### src/design/u8d_pkg.sv
// Shared types and constants for the UTF-8 stream decoder.
package u8d_pkg;

	localparam int CP_W    = 21;
	localparam int BYTE_W  = 8;
	localparam int TDATA_W = 24;
	localparam int Q_DEPTH = 4;
	localparam int Q_PTR_W = 2;
	localparam int Q_CNT_W = 3;

	localparam logic [BYTE_W-1:0] CONT_MASK = 8'hC0;
	localparam logic [BYTE_W-1:0] CONT_TAG  = 8'h80;
	localparam logic [BYTE_W-1:0] LEAD2_MASK = 8'hE0;
	localparam logic [BYTE_W-1:0] LEAD2_TAG  = 8'hC0;
	localparam logic [BYTE_W-1:0] LEAD3_MASK = 8'hF0;
	localparam logic [BYTE_W-1:0] LEAD3_TAG  = 8'hE0;
	localparam logic [BYTE_W-1:0] LEAD4_MASK = 8'hF8;
	localparam logic [BYTE_W-1:0] LEAD4_TAG  = 8'hF0;

	// One queued word: some error results, then an optional closing result.
	typedef struct packed {
		logic [1:0]      err_cnt;   // errors for a broken sequence
		logic            fin_vld;   // closing result present
		logic            fin_err;   // closing result is a stray-byte error
		logic [CP_W-1:0] cp;        // closing code point (zero on error)
	} job_t;

endpackage

### src/design/u8d_front.sv
// Front end: keeps the sequence state and turns each byte into a job.
module u8d_front (
	input  logic                       clk,
	input  logic                       arst_n,
	input  logic                       acc,
	input  logic [u8d_pkg::BYTE_W-1:0] text_byte,
	output logic                       push,
	output u8d_pkg::job_t              job
);
	import u8d_pkg::*;

	logic [1:0]      need_q;
	logic [1:0]      held_q;
	logic [CP_W-1:0] part_q;

	logic [1:0]      need_d;
	logic [1:0]      held_d;
	logic [CP_W-1:0] part_d;
	logic            is_cont;

	always_comb begin
		is_cont = (text_byte & CONT_MASK) == CONT_TAG;
		need_d  = need_q;
		held_d  = held_q;
		part_d  = part_q;
		job     = '0;
		if (need_q != 2'd0 && is_cont) begin
			part_d = {part_q[CP_W-7:0], text_byte[5:0]};
			need_d = need_q - 2'd1;
			held_d = held_q + 2'd1;
			if (need_q == 2'd1) begin
				job.fin_vld = 1'b1;
				job.cp      = part_d;
				need_d      = 2'd0;
				held_d      = 2'd0;
				part_d      = '0;
			end
		end else begin
			// broken sequence: one error per byte held, then redecode as lead
			if (need_q != 2'd0)
				job.err_cnt = held_q;
			need_d = 2'd0;
			held_d = 2'd0;
			part_d = '0;
			if (text_byte == '0) begin
				// end of text: nothing more
			end else if (!text_byte[7]) begin
				job.fin_vld = 1'b1;
				job.cp      = {{(CP_W-BYTE_W){1'b0}}, text_byte};
			end else if ((text_byte & LEAD2_MASK) == LEAD2_TAG) begin
				part_d = {{(CP_W-5){1'b0}}, text_byte[4:0]};
				need_d = 2'd1;
				held_d = 2'd1;
			end else if ((text_byte & LEAD3_MASK) == LEAD3_TAG) begin
				part_d = {{(CP_W-4){1'b0}}, text_byte[3:0]};
				need_d = 2'd2;
				held_d = 2'd1;
			end else if ((text_byte & LEAD4_MASK) == LEAD4_TAG) begin
				part_d = {{(CP_W-3){1'b0}}, text_byte[2:0]};
				need_d = 2'd3;
				held_d = 2'd1;
			end else begin
				job.fin_vld = 1'b1;
				job.fin_err = 1'b1;
			end
		end
		push = acc && (job.fin_vld || job.err_cnt != 2'd0);
	end

	always_ff @(posedge clk or negedge arst_n) begin
		if (!arst_n) begin
			need_q <= '0;
			held_q <= '0;
			part_q <= '0;
		end else if (acc) begin
			need_q <= need_d;
			held_q <= held_d;
			part_q <= part_d;
		end
	end

endmodule

### src/design/u8d_queue.sv
// Small job queue between front and back ends.
module u8d_queue (
	input  logic          clk,
	input  logic          arst_n,
	input  logic          push,
	input  u8d_pkg::job_t wr_job,
	input  logic          pop,
	output u8d_pkg::job_t head,
	output logic          empty,
	output logic          full
);
	import u8d_pkg::*;

	job_t               mem_q [Q_DEPTH];
	logic [Q_PTR_W-1:0] wr_q;
	logic [Q_PTR_W-1:0] rd_q;
	logic [Q_CNT_W-1:0] cnt_q;

	assign empty = cnt_q == '0;
	assign full  = cnt_q == Q_CNT_W'(Q_DEPTH);
	assign head  = mem_q[rd_q];

	always_ff @(posedge clk) begin
		if (push)
			mem_q[wr_q] <= wr_job;
	end

	always_ff @(posedge clk or negedge arst_n) begin
		if (!arst_n) begin
			wr_q  <= '0;
			rd_q  <= '0;
			cnt_q <= '0;
		end else begin
			if (push)
				wr_q <= wr_q + Q_PTR_W'(1);
			if (pop)
				rd_q <= rd_q + Q_PTR_W'(1);
			case ({push, pop})
				2'b10:   cnt_q <= cnt_q + Q_CNT_W'(1);
				2'b01:   cnt_q <= cnt_q - Q_CNT_W'(1);
				default: cnt_q <= cnt_q;
			endcase
		end
	end

endmodule

### src/design/u8d_back.sv
// Back end: expands jobs into results, one per cycle while the output is not stalled, into the output register.
module u8d_back (
	input  logic                     clk,
	input  logic                     arst_n,
	input  u8d_pkg::job_t            head,
	input  logic                     empty,
	output logic                     pop,
	output logic                     out_vld,
	input  logic                     out_rdy,
	output logic [u8d_pkg::CP_W-1:0] out_cp,
	output logic                     out_err,
	output logic                     out_last
);
	import u8d_pkg::*;

	logic [1:0]      done_q;
	logic            vld_q;
	logic [CP_W-1:0] cp_q;
	logic            err_q;
	logic            last_q;

	logic            load;
	logic            emit;
	logic            in_errs;
	logic            e_last;

	always_comb begin
		load    = !vld_q || out_rdy;
		emit    = load && !empty;
		in_errs = done_q != head.err_cnt;
		e_last  = in_errs ? ((done_q + 2'd1 == head.err_cnt) && !head.fin_vld) : 1'b1;
		pop     = emit && e_last;
	end

	always_ff @(posedge clk or negedge arst_n) begin
		if (!arst_n) begin
			vld_q  <= 1'b0;
			done_q <= '0;
		end else if (load) begin
			vld_q <= !empty;
			if (emit)
				done_q <= (e_last || !in_errs) ? 2'd0 : done_q + 2'd1;
		end
	end

	always_ff @(posedge clk) begin
		if (emit) begin
			cp_q   <= in_errs ? '0 : head.cp;
			err_q  <= in_errs ? 1'b1 : head.fin_err;
			last_q <= e_last;
		end
	end

	assign out_vld  = vld_q;
	assign out_cp   = cp_q;
	assign out_err  = err_q;
	assign out_last = last_q;

endmodule

### src/design/utf8_stream_decoder.sv
// Top level of the streaming UTF-8 decoder.
//
// Input channel s_*: one text byte per word in s_tdata[7:0]. A zero byte ends
// the text and flushes any pending sequence as errors.
// Output channel m_*: one result per word. m_tdata[20:0] holds the code point
// (zero for an error), m_tuser flags an error result, m_tlast marks the final
// result caused by one input byte. A byte may cause zero to four results.
// The front end decodes each byte in the cycle it is accepted and writes a job
// into a four-entry queue; the back end expands a job into its results, one
// per cycle while m_tready is high, into a registered output.
// On its way out a result is registered in the queue entry, then in the output register.
// Throughput: one byte per cycle while each byte gives at most one result
// and m_tready stays high; a broken sequence adds one extra result per held
// byte, which the queue absorbs.
// Reset clears the sequence state, empties the queue and drops m_tvalid.
// When the receiver stalls, the output word holds, the queue fills, and
// s_tready falls once all four entries are in use.
module utf8_stream_decoder (
	input  logic                        clk,
	input  logic                        arst_n,
	input  logic                        s_tvalid,
	output logic                        s_tready,
	input  logic [u8d_pkg::BYTE_W-1:0]  s_tdata,   // [7:0] text_byte
	output logic                        m_tvalid,
	input  logic                        m_tready,
	output logic [u8d_pkg::TDATA_W-1:0] m_tdata,   // [20:0] code_point, [23:21] zero
	output logic                        m_tuser,   // [0] is_error
	output logic                        m_tlast    // last_of_run
);
	import u8d_pkg::*;

	logic            acc;
	logic            push;
	logic            pop;
	logic            empty;
	logic            full;
	job_t            new_job;
	job_t            head;
	logic [CP_W-1:0] cp;

	assign s_tready = !full;
	assign acc      = s_tvalid && s_tready;

	u8d_front u_front (
		.clk       (clk),
		.arst_n    (arst_n),
		.acc       (acc),
		.text_byte (s_tdata),
		.push      (push),
		.job       (new_job)
	);

	u8d_queue u_queue (
		.clk    (clk),
		.arst_n (arst_n),
		.push   (push),
		.wr_job (new_job),
		.pop    (pop),
		.head   (head),
		.empty  (empty),
		.full   (full)
	);

	u8d_back u_back (
		.clk      (clk),
		.arst_n   (arst_n),
		.head     (head),
		.empty    (empty),
		.pop      (pop),
		.out_vld  (m_tvalid),
		.out_rdy  (m_tready),
		.out_cp   (cp),
		.out_err  (m_tuser),
		.out_last (m_tlast)
	);

	assign m_tdata = {{(TDATA_W-CP_W){1'b0}}, cp};

endmodule

### config.mk
export PLATFORM = sky130hd
export DESIGN_NAME = utf8_stream_decoder
export DESIGN_NICKNAME = d
export VERILOG_FILES = /design/src/design/u8d_pkg.sv /design/src/design/u8d_front.sv /design/src/design/u8d_queue.sv /design/src/design/u8d_back.sv /design/src/design/utf8_stream_decoder.sv
export SDC_FILE = /design/constraint.sdc
export NUM_CORES = 1
export LEC_CHECK = 0
export BUFFER_PORTS_ARGS = -buffer_cell sky130_fd_sc_hd__buf_2
export CORE_ASPECT_RATIO = 0.5
export CORE_MARGIN = 2
export CORE_UTILIZATION = 45
export DETAILED_ROUTE_END_ITERATION = 8
export PLACE_DENSITY = 0.71
export SETUP_SLACK_MARGIN = 0.3
export SYNTH_ARGS = -nofsm -noshare
export SYNTH_HDL_FRONTEND = slang
export SYNTH_SLANG_ARGS = --single-unit
### constraint.sdc
create_clock -name clk -period 3.5 [get_ports clk]
set_input_delay 1.05 -clock clk [delete_from_list [all_inputs] [get_ports clk]]
set_output_delay 1.05 -clock clk [all_outputs]
set_load 0.02 [all_outputs]
==> impl_metrics.csv, run 1 <==
group,metric,value,unit
status,status,"completed",
detailed_routing,viasPerCell,5.335,
global_routing,grt_overflow,0,
floorplanning,rows,30,
clock_network,cts_tree,"built",
detailed_routing,vias,3361,
global_routing,grtUsageTotal,16.98,%
floorplanning,num_io_pins,40,
pwr,ir_worst_vdd,0.4312,mV
hold_path,hold_path_class,"reg -> reg",
setup_path,cpLargestDelayFamily,"adder cells",
clock_network,cts_buffers,17,
detailed_routing,dr.pass1.iters,4,
pwr,p_leak,2.855,nW
setup_path,cp.required,3850,ps
floorplanning,fp.dieArea,14890,um2
floorplanning,die_w,170.6,um
cells_and_area,final_core_util,54.57,%
timing,setup_viol,0,
clock_network,cts.path.max_buffers,2,
timing,max_freq,326.3,MHz
clock_network,numClockSinks,152,
global_routing,grt_use_met2,25.54,%
yosys,syn-cell-area,6242,um2
clock_network,postCtsHoldBufs,0,
setup_path,slowest_stage,"mux4_2",
cells_and_area,drive_gt1_share,27.63,%
setup_path,crit_path_frequent_cell,"xor2_1",
floorplanning,core-area,13550,um2
timing,finClkSkew,9.716,ps
setup_path,startpoint_type,"flip-flop",
cells_and_area,fin_nets,445,
pwr,power.switching,0.002063,W
setup_path,cp.arrival,3420,ps
cells_and_area,areaGrowthSynthToFinish,18.46,%
timing,rsz0062_at_grt,"false",
global_routing,grtUsageMet3,5.179,%
yosys,yosysSeqAreaShare,70.80,%
floorplanning,fp.dieH,87.28,um
yosys,syn_avg_cell_area,16.65,um2
global_routing,grt_pass1_wl,18.22,mm
global_routing,grt_pass1_vias,3336,
cells_and_area,multi_input_area,1673,um2
pwr,combPwrFrac,30.2,%
pwr,clkPwrFrac,30.2,%
global_routing,antenna_found_initial,0,
global_routing,grt-busiest-layer,"met2",
floorplanning,start_util,46.07,%
timing,drv_slew,0,
timing,worst_slew_pin_slew,721.2,ps
pwr,p_sw_share,30.97,%
setup_path,critical_path_class,"reg -> reg",
detailed_routing,drc,0,
clock_network,htree_num_levels,4,
setup_path,crit_path_end_kind,"flip-flop",
placement,place_ws,284.5,ps
pwr,intPower,0.004600,W
clock_network,cts.clk_slew.worst_paths,60,ps
cells_and_area,n_antenna_cell,0,
pwr,power_density,901.0,nW/um2
cells_and_area,final_cell_mix,"edfxtp_1, and3_1, buf_2",
yosys,synth_cells,375,
clock_network,cts-root-buf,"clkbuf_16",
cells_and_area,layout_commonest_cell,"edfxtp_1",
placement,place_congestion,0.8000,
detailed_routing,ant_nets,0,
job,maxCapViolCount,0,
clock_network,clock_latency,420,ps
yosys,synth_top_area_share,59.17,%
clock_network,cts_setup_buffers,0,
global_routing,grt_max_degree,30,
yosys,ys_top_cells_by_area,"edfxtp_1, dfrtp_1, mux4_2",
timing,timing.setup.tns,0,ps
setup_path,crit_chain,"mux4_2 -> xnor2_2 -> and2_2 -> nand2b_1 -> a21oi_1 -> ha_1 -> inv_1 -> fa_1 -> xor2_1 -> nor2_1 -> xor2_1",
detailed_routing,drt_wl_total,11.67,mm
detailed_routing,wl_per_cell,18.52,um
timing,slew_headroom,51.92,%
yosys,netlist.top_cell.by_area,"edfxtp_1",
timing,fin_ws,435.1,ps
timing,period_needed,3065,ps
cells_and_area,fill_cells,1049,
yosys,yosys_warnings,0,
setup_path,worst-path-max-fanout,5,
cells_and_area,seq_area,4420,um2
placement,io_buffers,36,
placement,place_hpwl,7.188,mm
global_routing,gr-usage-met1,23.18,%
setup_path,slowest_delay,570,ps
pwr,pwr-share-seq,39.6,%
timing,hold_violations,0,
timing,fin_crit_sh,87.57,%
yosys,ys_seq_elements,152,
yosys,yosysUniqueCellTypes,41,
setup_path,critPathBufInv,1,
detailed_routing,drt_iter0_markers,362,
-- through the flow --
step           area [um2]  instances  total power (W)  hold WS (ps)
2_1_floorplan        6260        377         0.004064         449.8
3_3_place_gp         6741        598         0.004640         470.5
3_5_place_dp         6741        598         0.004688         479.7
4_1_cts              7392        630         0.006707         499.7
5_1_grt              7395        630         0.006982         509.9
6_report             7395        630         0.006663         494.4
-- power groups by stage --
| stage | Clock, W | Combinational, W | Sequential (W) |
|---|---|---|---|
| floorplan | 0 | 0.00125 | 0.00281 |
| CTS | 0.00204 | 0.00203 | 0.00264 |
| global placement | 0 | 0.00198 | 0.00266 |
| finish | 0.00201 | 0.00201 | 0.00264 |
| global route | 0.00212 | 0.00218 | 0.00268 |
| detailed placement | 0 | 0.00201 | 0.00267 |
-- tightest hold or removal path: stages (launching register included) --
cell and delay [ps]:
dfrtp_1 350, nand2_1 50, o21ai_0 60
-- flip-flops by register name (all words and copies together), names as in the netlist, 2 cells and up --
name            cells
u_back.done_q       2
u_front.part_q     15
u_front.need_q      2
u_back.out_cp      21
u_queue.wr_q        2
u_queue.mem_q     100
u_front.held_q      2
u_queue.rd_q        2
u_queue.cnt_q       3
-- cell usage after synthesis (all sizes together) --
master / instances
o21bai: 1
and2: 11
nand3: 1
a21o: 3
a21oi: 7
conb: 1
nand2: 18
nand2b: 5
mux2i: 2
edfxtp: 123
nor4: 3
o31ai: 1
xnor2: 4
o21ai: 9
a32o: 2
and3: 36
dfrtp: 29
mux2: 3
xor2: 2
nor3b: 3
a22o: 14
mux4: 25
nor3: 6
buf: 9
nor2b: 1
nor4b: 1
a221oi: 2
fa: 1
o21a: 1
inv: 18
or2: 1
ha: 7
and4bb: 1
nor2: 8
clkbuf: 13
o211ai: 2
o311ai: 1
-- metal layers --
layer  wire, um  vias to the layer above  share of wire [%]
met2       5451                      122                 47
met5          0                        -                  0
met4        195                        0                1.7
met1       5125                     1680                 44
met3        895                       18                7.7
li1           -                     1541                  -
-- kinds of logic (layout without fill, tap and decap cells) --
group | after synthesis | after routing | synth area share [%]
AND/OR/NAND/NOR | 95 | 95 | 8.539
other | 1 | 3 | 0.06007
adder cells (fa/ha/maj) | 8 | 8 | 1.724
XOR/XNOR | 6 | 6 | 0.9623
flip-flops | 152 | 152 | 70.80
buffers and inverters | 40 | 101 | 2.706
multiplexers | 30 | 30 | 10.00
AO/OA/AOI/OAI | 43 | 43 | 5.211
-- timing repair --
item / 4_1_cts / 5_1_grt
endpoints found under the setup margin: 0 / 1
gates resized for setup: 0 / 2
hold endpoints to repair: 0 / 0
-- worst paths after layout --
| kind | from | to | slack [ps] | cells past startpoint |
|---|---|---|---|---|
| min in group asynchronous | arst_n | u_queue.wr_q[0] | 680 | 1 |
| hold / removal | u_front.need_q[1] | u_front.need_q[1] | 490 | 2 |
| setup / recovery | u_queue.rd_q[0] | u_queue.cnt_q[2] | 440 | 11 |
| hold reg to reg | u_front.need_q[1] | u_front.need_q[1] | 490 | 2 |
| max in group asynchronous | arst_n | u_queue.rd_q[0] | 2310 | 1 |
| setup reg to reg | u_queue.rd_q[0] | u_queue.cnt_q[2] | 440 | 11 |
-- cell type report --
cell class                 instances  area share, %
sequential                       152          59.78
tap                              192          3.249
clock buffer                      18          5.804
multi-input combinational        185          22.62
clock inverter                    14          2.995
timing repair buffer              51          4.636
inverter                          18         0.9137
Power figures use the tool's default switching activity.
==> run 2, diff against run 1 <==
Settings changed: MAX_ROUTING_LAYER set to met4, SKIP_LAST_GASP set to 1.
==> run 2 against run 1 <==
Compared with the run above: combinational power barely moved; sequential cell count stayed put; critical path depth did not move; worst hold slack about the same; final cell count unchanged; first-iteration DRC count down 5.8%; wire length is 0.12% higher; non-clock buffer count stayed put; largest power group unchanged; fmax is 0.41% lower; sequential power hardly changed; setup slack got worse by 13 ps; core utilization stayed put.
==> impl_metrics.csv, run 2 (synthesis results as in run 1) <==
group,metric,value,unit
global_routing,grt_max_degree,30,
timing,fin_crit_sh,87.93,%
setup_path,crit_chain,"mux4_2 -> xnor2_2 -> and2_2 -> nand2b_1 -> a21oi_1 -> ha_1 -> inv_1 -> fa_1 -> xor2_1 -> nor2_1 -> xor2_1",
timing,hold_violations,0,
setup_path,r2r_cells,11,
detailed_routing,dr.pass1.iters,5,
setup_path,cpLargestDelayFamily,"adder cells",
setup_path,worst-path-max-fanout,5,
clock_network,cts.clk_slew.worst_paths,60,ps
setup_path,startpoint_type,"flip-flop",
job,maxCapViolCount,0,
clock_network,cts.path.max_buffers,2,
pwr,p_leak,2.855,nW
global_routing,antenna_found_initial,0,
floorplanning,num_io_pins,40,
pwr,ir_worst_vdd,0.4332,mV
timing,finClkSkew,13.27,ps
floorplanning,rows,30,
timing,max_freq,324.9,MHz
setup_path,critPathBufInv,1,
detailed_routing,wl_per_cell,18.54,um
status,status,"completed",
setup_path,cp.arrival,3430,ps
clock_network,cts_tree,"built",
detailed_routing,drc,0,
cells_and_area,areaGrowthSynthToFinish,18.46,%
floorplanning,fp.dieArea,14890,um2
clock_network,numClockSinks,152,
floorplanning,start_util,46.07,%
floorplanning,die_w,170.6,um
detailed_routing,vias,3358,
cells_and_area,n_antenna_cell,0,
clock_network,postCtsResizedCells,0,
clock_network,htree_num_levels,4,
cells_and_area,fill_cells,1049,
detailed_routing,drt_iter0_markers,341,
clock_network,postCtsHoldBufs,0,
floorplanning,fp.dieH,87.28,um
cells_and_area,fin_nets,445,
cells_and_area,largest_register_ffs,100,
cells_and_area,drive_gt1_share,27.63,%
setup_path,slowest_delay,580,ps
timing,fin_ws,422.4,ps
setup_path,critical_path_class,"reg -> reg",
setup_path,cp.required,3850,ps
timing,drv_slew,0,
placement,place_congestion,0.8115,
clock_network,clock_latency,430,ps
setup_path,crit_path_frequent_cell,"xor2_1",
timing,slew_headroom,51.64,%
cells_and_area,layout_commonest_cell,"edfxtp_1",
global_routing,grt_pass1_wl,18.20,mm
hold_path,hold_path_class,"reg -> reg",
pwr,p_total,0.006666,W
global_routing,grtUsageTotal,17.52,%
detailed_routing,ant_nets,0,
cells_and_area,top_register,"u_queue.mem_q",
cells_and_area,final_cell_mix,"edfxtp_1, and3_1, buf_2",
pwr,power_density,901.5,nW/um2
placement,place_ws,284.5,ps
floorplanning,core-area,13550,um2
clock_network,cts_setup_buffers,0,
setup_path,slowest_stage,"mux4_2",
placement,io_buffers,36,
placement,place_hpwl,7.188,mm
timing,timing.setup.tns,0,ps
global_routing,grt_overflow,0,
timing,worst_slew_pin_slew,725.3,ps
hold_path,hold_path_depth,2,
detailed_routing,viasPerCell,5.330,
setup_path,crit_path_end_kind,"flip-flop",
detailed_routing,drt_wl_total,11.68,mm
timing,period_needed,3078,ps
clock_network,cts-root-buf,"clkbuf_16",
timing,rsz0062_at_grt,"false",
clock_network,cts_buffers,17,
timing,setup_viol,0,
global_routing,grt_pass1_vias,3334,
setup_path,critical_path_cell_count,11,
run 2: worst reg2reg max path, stage by stage, from the launching register on:
cell      delay, ps
dfrtp_2         420
mux4_2          580
xnor2_2         240
and2_2          250
nand2b_1        100
a21oi_1         250
ha_1            250
inv_1            80
fa_1            430
xor2_1          150
nor2_1          110
xor2_1          150
run 2: layout make-up:
class	instances	area, um2	share of cell area (%)
Clock buffer	18	429.2	5.804
Clock inverter	14	221.5	2.995
Inverter	18	67.56	0.9137
Multi-Input combinational cell	185	1673	22.62
Sequential cell	152	4420	59.78
Tap cell	192	240.2	3.249
Timing Repair Buffer	51	342.8	4.636
run 2: final timing paths:
check / start / to / slack [ps]
min: u_front.need_q[1] / u_front.need_q[1] / 490
max in group asynchronous: arst_n / u_queue.rd_q[0] / 2310
min reg2reg: u_front.need_q[1] / u_front.need_q[1] / 490
min in group asynchronous: arst_n / u_queue.rd_q[1] / 680
max reg2reg: u_queue.rd_q[0] / u_queue.cnt_q[2] / 420
max: u_queue.rd_q[0] / u_queue.cnt_q[2] / 420
run 2: power by group:
group / switching, W / internal, W / leakage [nW]
sequential: 0.000167 / 0.00247 / 1.52
clock: 0.000741 / 0.00127 / 0.313
combinational: 0.00116 / 0.000855 / 1.02
total: 0.00207 / 0.00460 / 2.85
run 2: per-stage QoR:
stage          std cells  utilization (%)  hold WS [ps]  instance area (um2)
2_1_floorplan        377                -         449.8                 6260
3_3_place_gp         598            49.75         470.5                 6741
3_5_place_dp         598            49.75         479.7                 6741
4_1_cts              630            54.55         499.7                 7392
5_1_grt              630            54.57         509.9                 7395
6_report             630            54.57         494.4                 7395
run 2: per-layer routing:
metal  wire [um]  vias to the layer above  share of wire, %  global-route usage [%]
li1            -                     1545                 -                       -
met1        5310                     1697                45                   23.15
met2        5359                       95                46                   25.62
met3         741                       21               6.3                   4.907
met4         272                        0               2.3                   7.692
met5           0                        -                 0                       -
==> run 3, diff against run 2 <==
--- a/config.mk
+++ b/config.mk
@@ -6,5 +6,7 @@
 export NUM_CORES = 1
 export LEC_CHECK = 0
+export ABC_CLOCK_PERIOD_IN_PS = 3500
 export BUFFER_PORTS_ARGS = -buffer_cell sky130_fd_sc_hd__buf_2
+export CAP_MARGIN = 25
 export CORE_ASPECT_RATIO = 0.5
 export CORE_MARGIN = 2
==> constraint.sdc (replaced) <==
create_clock -name clk -period 3.5 [get_ports clk]
set_input_delay 0.7 -clock clk [delete_from_list [all_inputs] [get_ports clk]]
set_output_delay 0.7 -clock clk [all_outputs]
set_load 0.02 [all_outputs]
==> run 3 against run 2 <==
Compared with the run above: cell area decreased by 1.1%; global-route usage up 0.10 points; combinational power shrank 2%; setup slack improved by 68 ps; non-clock buffer count down 1; die area unchanged; register-to-register slack improved by 70 ps; via count fell by 0.68%; clock skew shrank 4.3 ps.
==> impl_metrics.csv, run 3 (synthesis results as in run 1) <==
group,metric,value,unit
setup_path,crit_chain,"mux4_2 -> xnor2_2 -> and2_1 -> nand2b_1 -> a21oi_1 -> ha_1 -> inv_1 -> fa_1 -> xor2_1 -> nor2_1 -> xor2_1",
timing,rsz0062_at_grt,"false",
pwr,intPower,0.004480,W
detailed_routing,drt_wl_total,11.78,mm
setup_path,critPathBufInv,1,
global_routing,grtUsageMet3,5.452,%
status,status,"completed",
floorplanning,fp.dieArea,14890,um2
clock_network,htree_num_levels,4,
clock_network,cts_buffers,17,
timing,setup_viol,0,
placement,io_buffers,36,
timing,slew_headroom,52.85,%
timing,whs,329.7,ps
setup_path,r2r_slack,490,ps
global_routing,grt_pass1_vias,3289,
clock_network,cts.clk_slew.worst_paths,60,ps
setup_path,slowest_delay,590,ps
timing,max_freq,332.3,MHz
detailed_routing,drc,0,
detailed_routing,viasPerCell,5.285,
setup_path,crit_path_frequent_cell,"xor2_1",
cells_and_area,top_register,"u_queue.mem_q",
placement,place_ws,511.6,ps
detailed_routing,dr.pass1.iters,4,
global_routing,grt_use_met2,25.43,%
pwr,power.switching,0.002052,W
setup_path,critical_path_class,"reg -> reg",
pwr,ir_worst_vdd,0.3817,mV
timing,drv_slew,0,
floorplanning,die_w,170.6,um
floorplanning,core-area,13550,um2
timing,finClkSkew,8.951,ps
setup_path,worstReg2RegEnd,"u_queue.cnt_q[2]",
floorplanning,start_util,46.07,%
detailed_routing,wl_per_cell,18.67,um
setup_path,cpLargestDelayFamily,"adder cells",
pwr,power_density,893.2,nW/um2
clock_network,numClockSinks,152,
setup_path,startpoint_type,"flip-flop",
clock_network,postCtsHoldBufs,0,
timing,timing.setup.tns,0,ps
pwr,clkPwrFrac,29.7,%
pwr,pwr-share-seq,40.3,%
clock_network,cts-root-buf,"clkbuf_16",
placement,place_congestion,0.8212,
timing,period_needed,3009,ps
setup_path,slowest_stage,"mux4_2",
clock_network,cts_tree,"built",
setup_path,crit_path_end_kind,"flip-flop",
global_routing,gr-usage-met1,23.78,%
clock_network,postCtsResizedCells,0,
global_routing,grt_pass1_wl,18.37,mm
global_routing,grt_overflow,0,
global_routing,grtUsageTotal,17.62,%
cells_and_area,layout_commonest_cell,"edfxtp_1",
setup_path,cp.required,3850,ps
placement,placed_area,6684,um2
timing,hold_violations,0,
cells_and_area,fin_nets,444,
global_routing,grt-busiest-layer,"met2",
pwr,combPwrFrac,30.1,%
setup_path,r2r_cells,11,
detailed_routing,vias,3335,
setup_path,worst-path-max-fanout,5,
job,maxCapViolCount,0,
setup_path,cp.arrival,3360,ps
floorplanning,fp.dieH,87.28,um
cells_and_area,areaGrowthSynthToFinish,17.16,%
clock_network,cts_setup_buffers,0,
timing,worst_slew_pin_slew,707.2,ps
pwr,p_sw_share,31.42,%
cells_and_area,drive_gt1_share,26.32,%
global_routing,grt_max_degree,30,
cells_and_area,finish.instance_area,7313,um2
pwr,p_leak,2.830,nW
clock_network,cts.path.max_buffers,2,
hold_path,hold_path_class,"in -> async",
timing,fin_crit_sh,85.98,%
cells_and_area,largest_register_ffs,100,
detailed_routing,drt_iter0_markers,268,
global_routing,antenna_found_initial,2,
timing,fin_ws,490.8,ps
setup_path,r2r-start,"u_queue.rd_q[0]",
placement,place_hpwl,7.053,mm
floorplanning,rows,30,
cells_and_area,final_cell_mix,"edfxtp_1, and3_1, buf_2",
detailed_routing,ant_nets,0,
clock_network,clock_latency,430,ps
floorplanning,num_io_pins,40,
==> run 3: power by group through the flow <==
| stage | combinational [W] | clock, W | sequential, W |
|---|---|---|---|
| finish | 0.00196 | 0.00194 | 0.00263 |
| global route | 0.00215 | 0.00202 | 0.00267 |
| CTS | 0.00199 | 0.00196 | 0.00264 |
| detailed placement | 0.00198 | 0 | 0.00267 |
| global placement | 0.00195 | 0 | 0.00265 |
| floorplan | 0.00124 | 0 | 0.00281 |
==> run 3: worst reg2reg max path: stages (launching register included) <==
cell      delay [ps]
dfrtp_1          450
mux4_2           590
xnor2_2          220
and2_1           270
nand2b_1         100
a21oi_1          210
ha_1             220
inv_1             70
fa_1             430
xor2_1           150
nor2_1           110
xor2_1           140
==> run 3: metal layers <==
layer  wire [um]  vias up
li1            -     1537
met1        5431     1675
met2        5389      108
met3         786       15
met4         173        0
met5           0        -
==> run 3: per-stage QoR <==
stage	instances	util [%]	total power (W)
2_1_floorplan	377	-	0.004058
3_3_place_gp	597	49.33	0.004602
3_5_place_dp	597	49.33	0.004648
4_1_cts	629	53.93	0.006585
5_1_grt	631	53.97	0.006845
6_report	631	53.97	0.006532
==> run 3: how the worst max path moves through the flow <==
| stage | start | to | slack [ps] | cells past startpoint |
|---|---|---|---|---|
| 2_1_floorplan | s_tdata[6] | u_queue.mem_q[0][0] | 190 | 6 |
| 3_3_place_gp | u_queue.rd_q[0] | u_queue.cnt_q[2] | 580 | 11 |
| 3_5_place_dp | u_queue.rd_q[0] | u_queue.cnt_q[2] | 510 | 11 |
| 4_1_cts | u_queue.rd_q[0] | u_queue.cnt_q[2] | 480 | 11 |
| 5_1_grt | u_queue.rd_q[0] | u_queue.cnt_q[2] | 300 | 11 |
| 6_report | u_queue.rd_q[0] | u_queue.cnt_q[2] | 490 | 11 |
==> run 3: cell type report <==
class | instances | area [um2]
fill | 1040 | 6237
sequential | 152 | 4419
multi-input combinational | 185 | 1672
clock buffer | 18 | 429.2
timing repair buffer | 50 | 285.3
tap | 192 | 240.2
clock inverter | 14 | 195.2
inverter | 18 | 67.56
antenna | 2 | 5.005
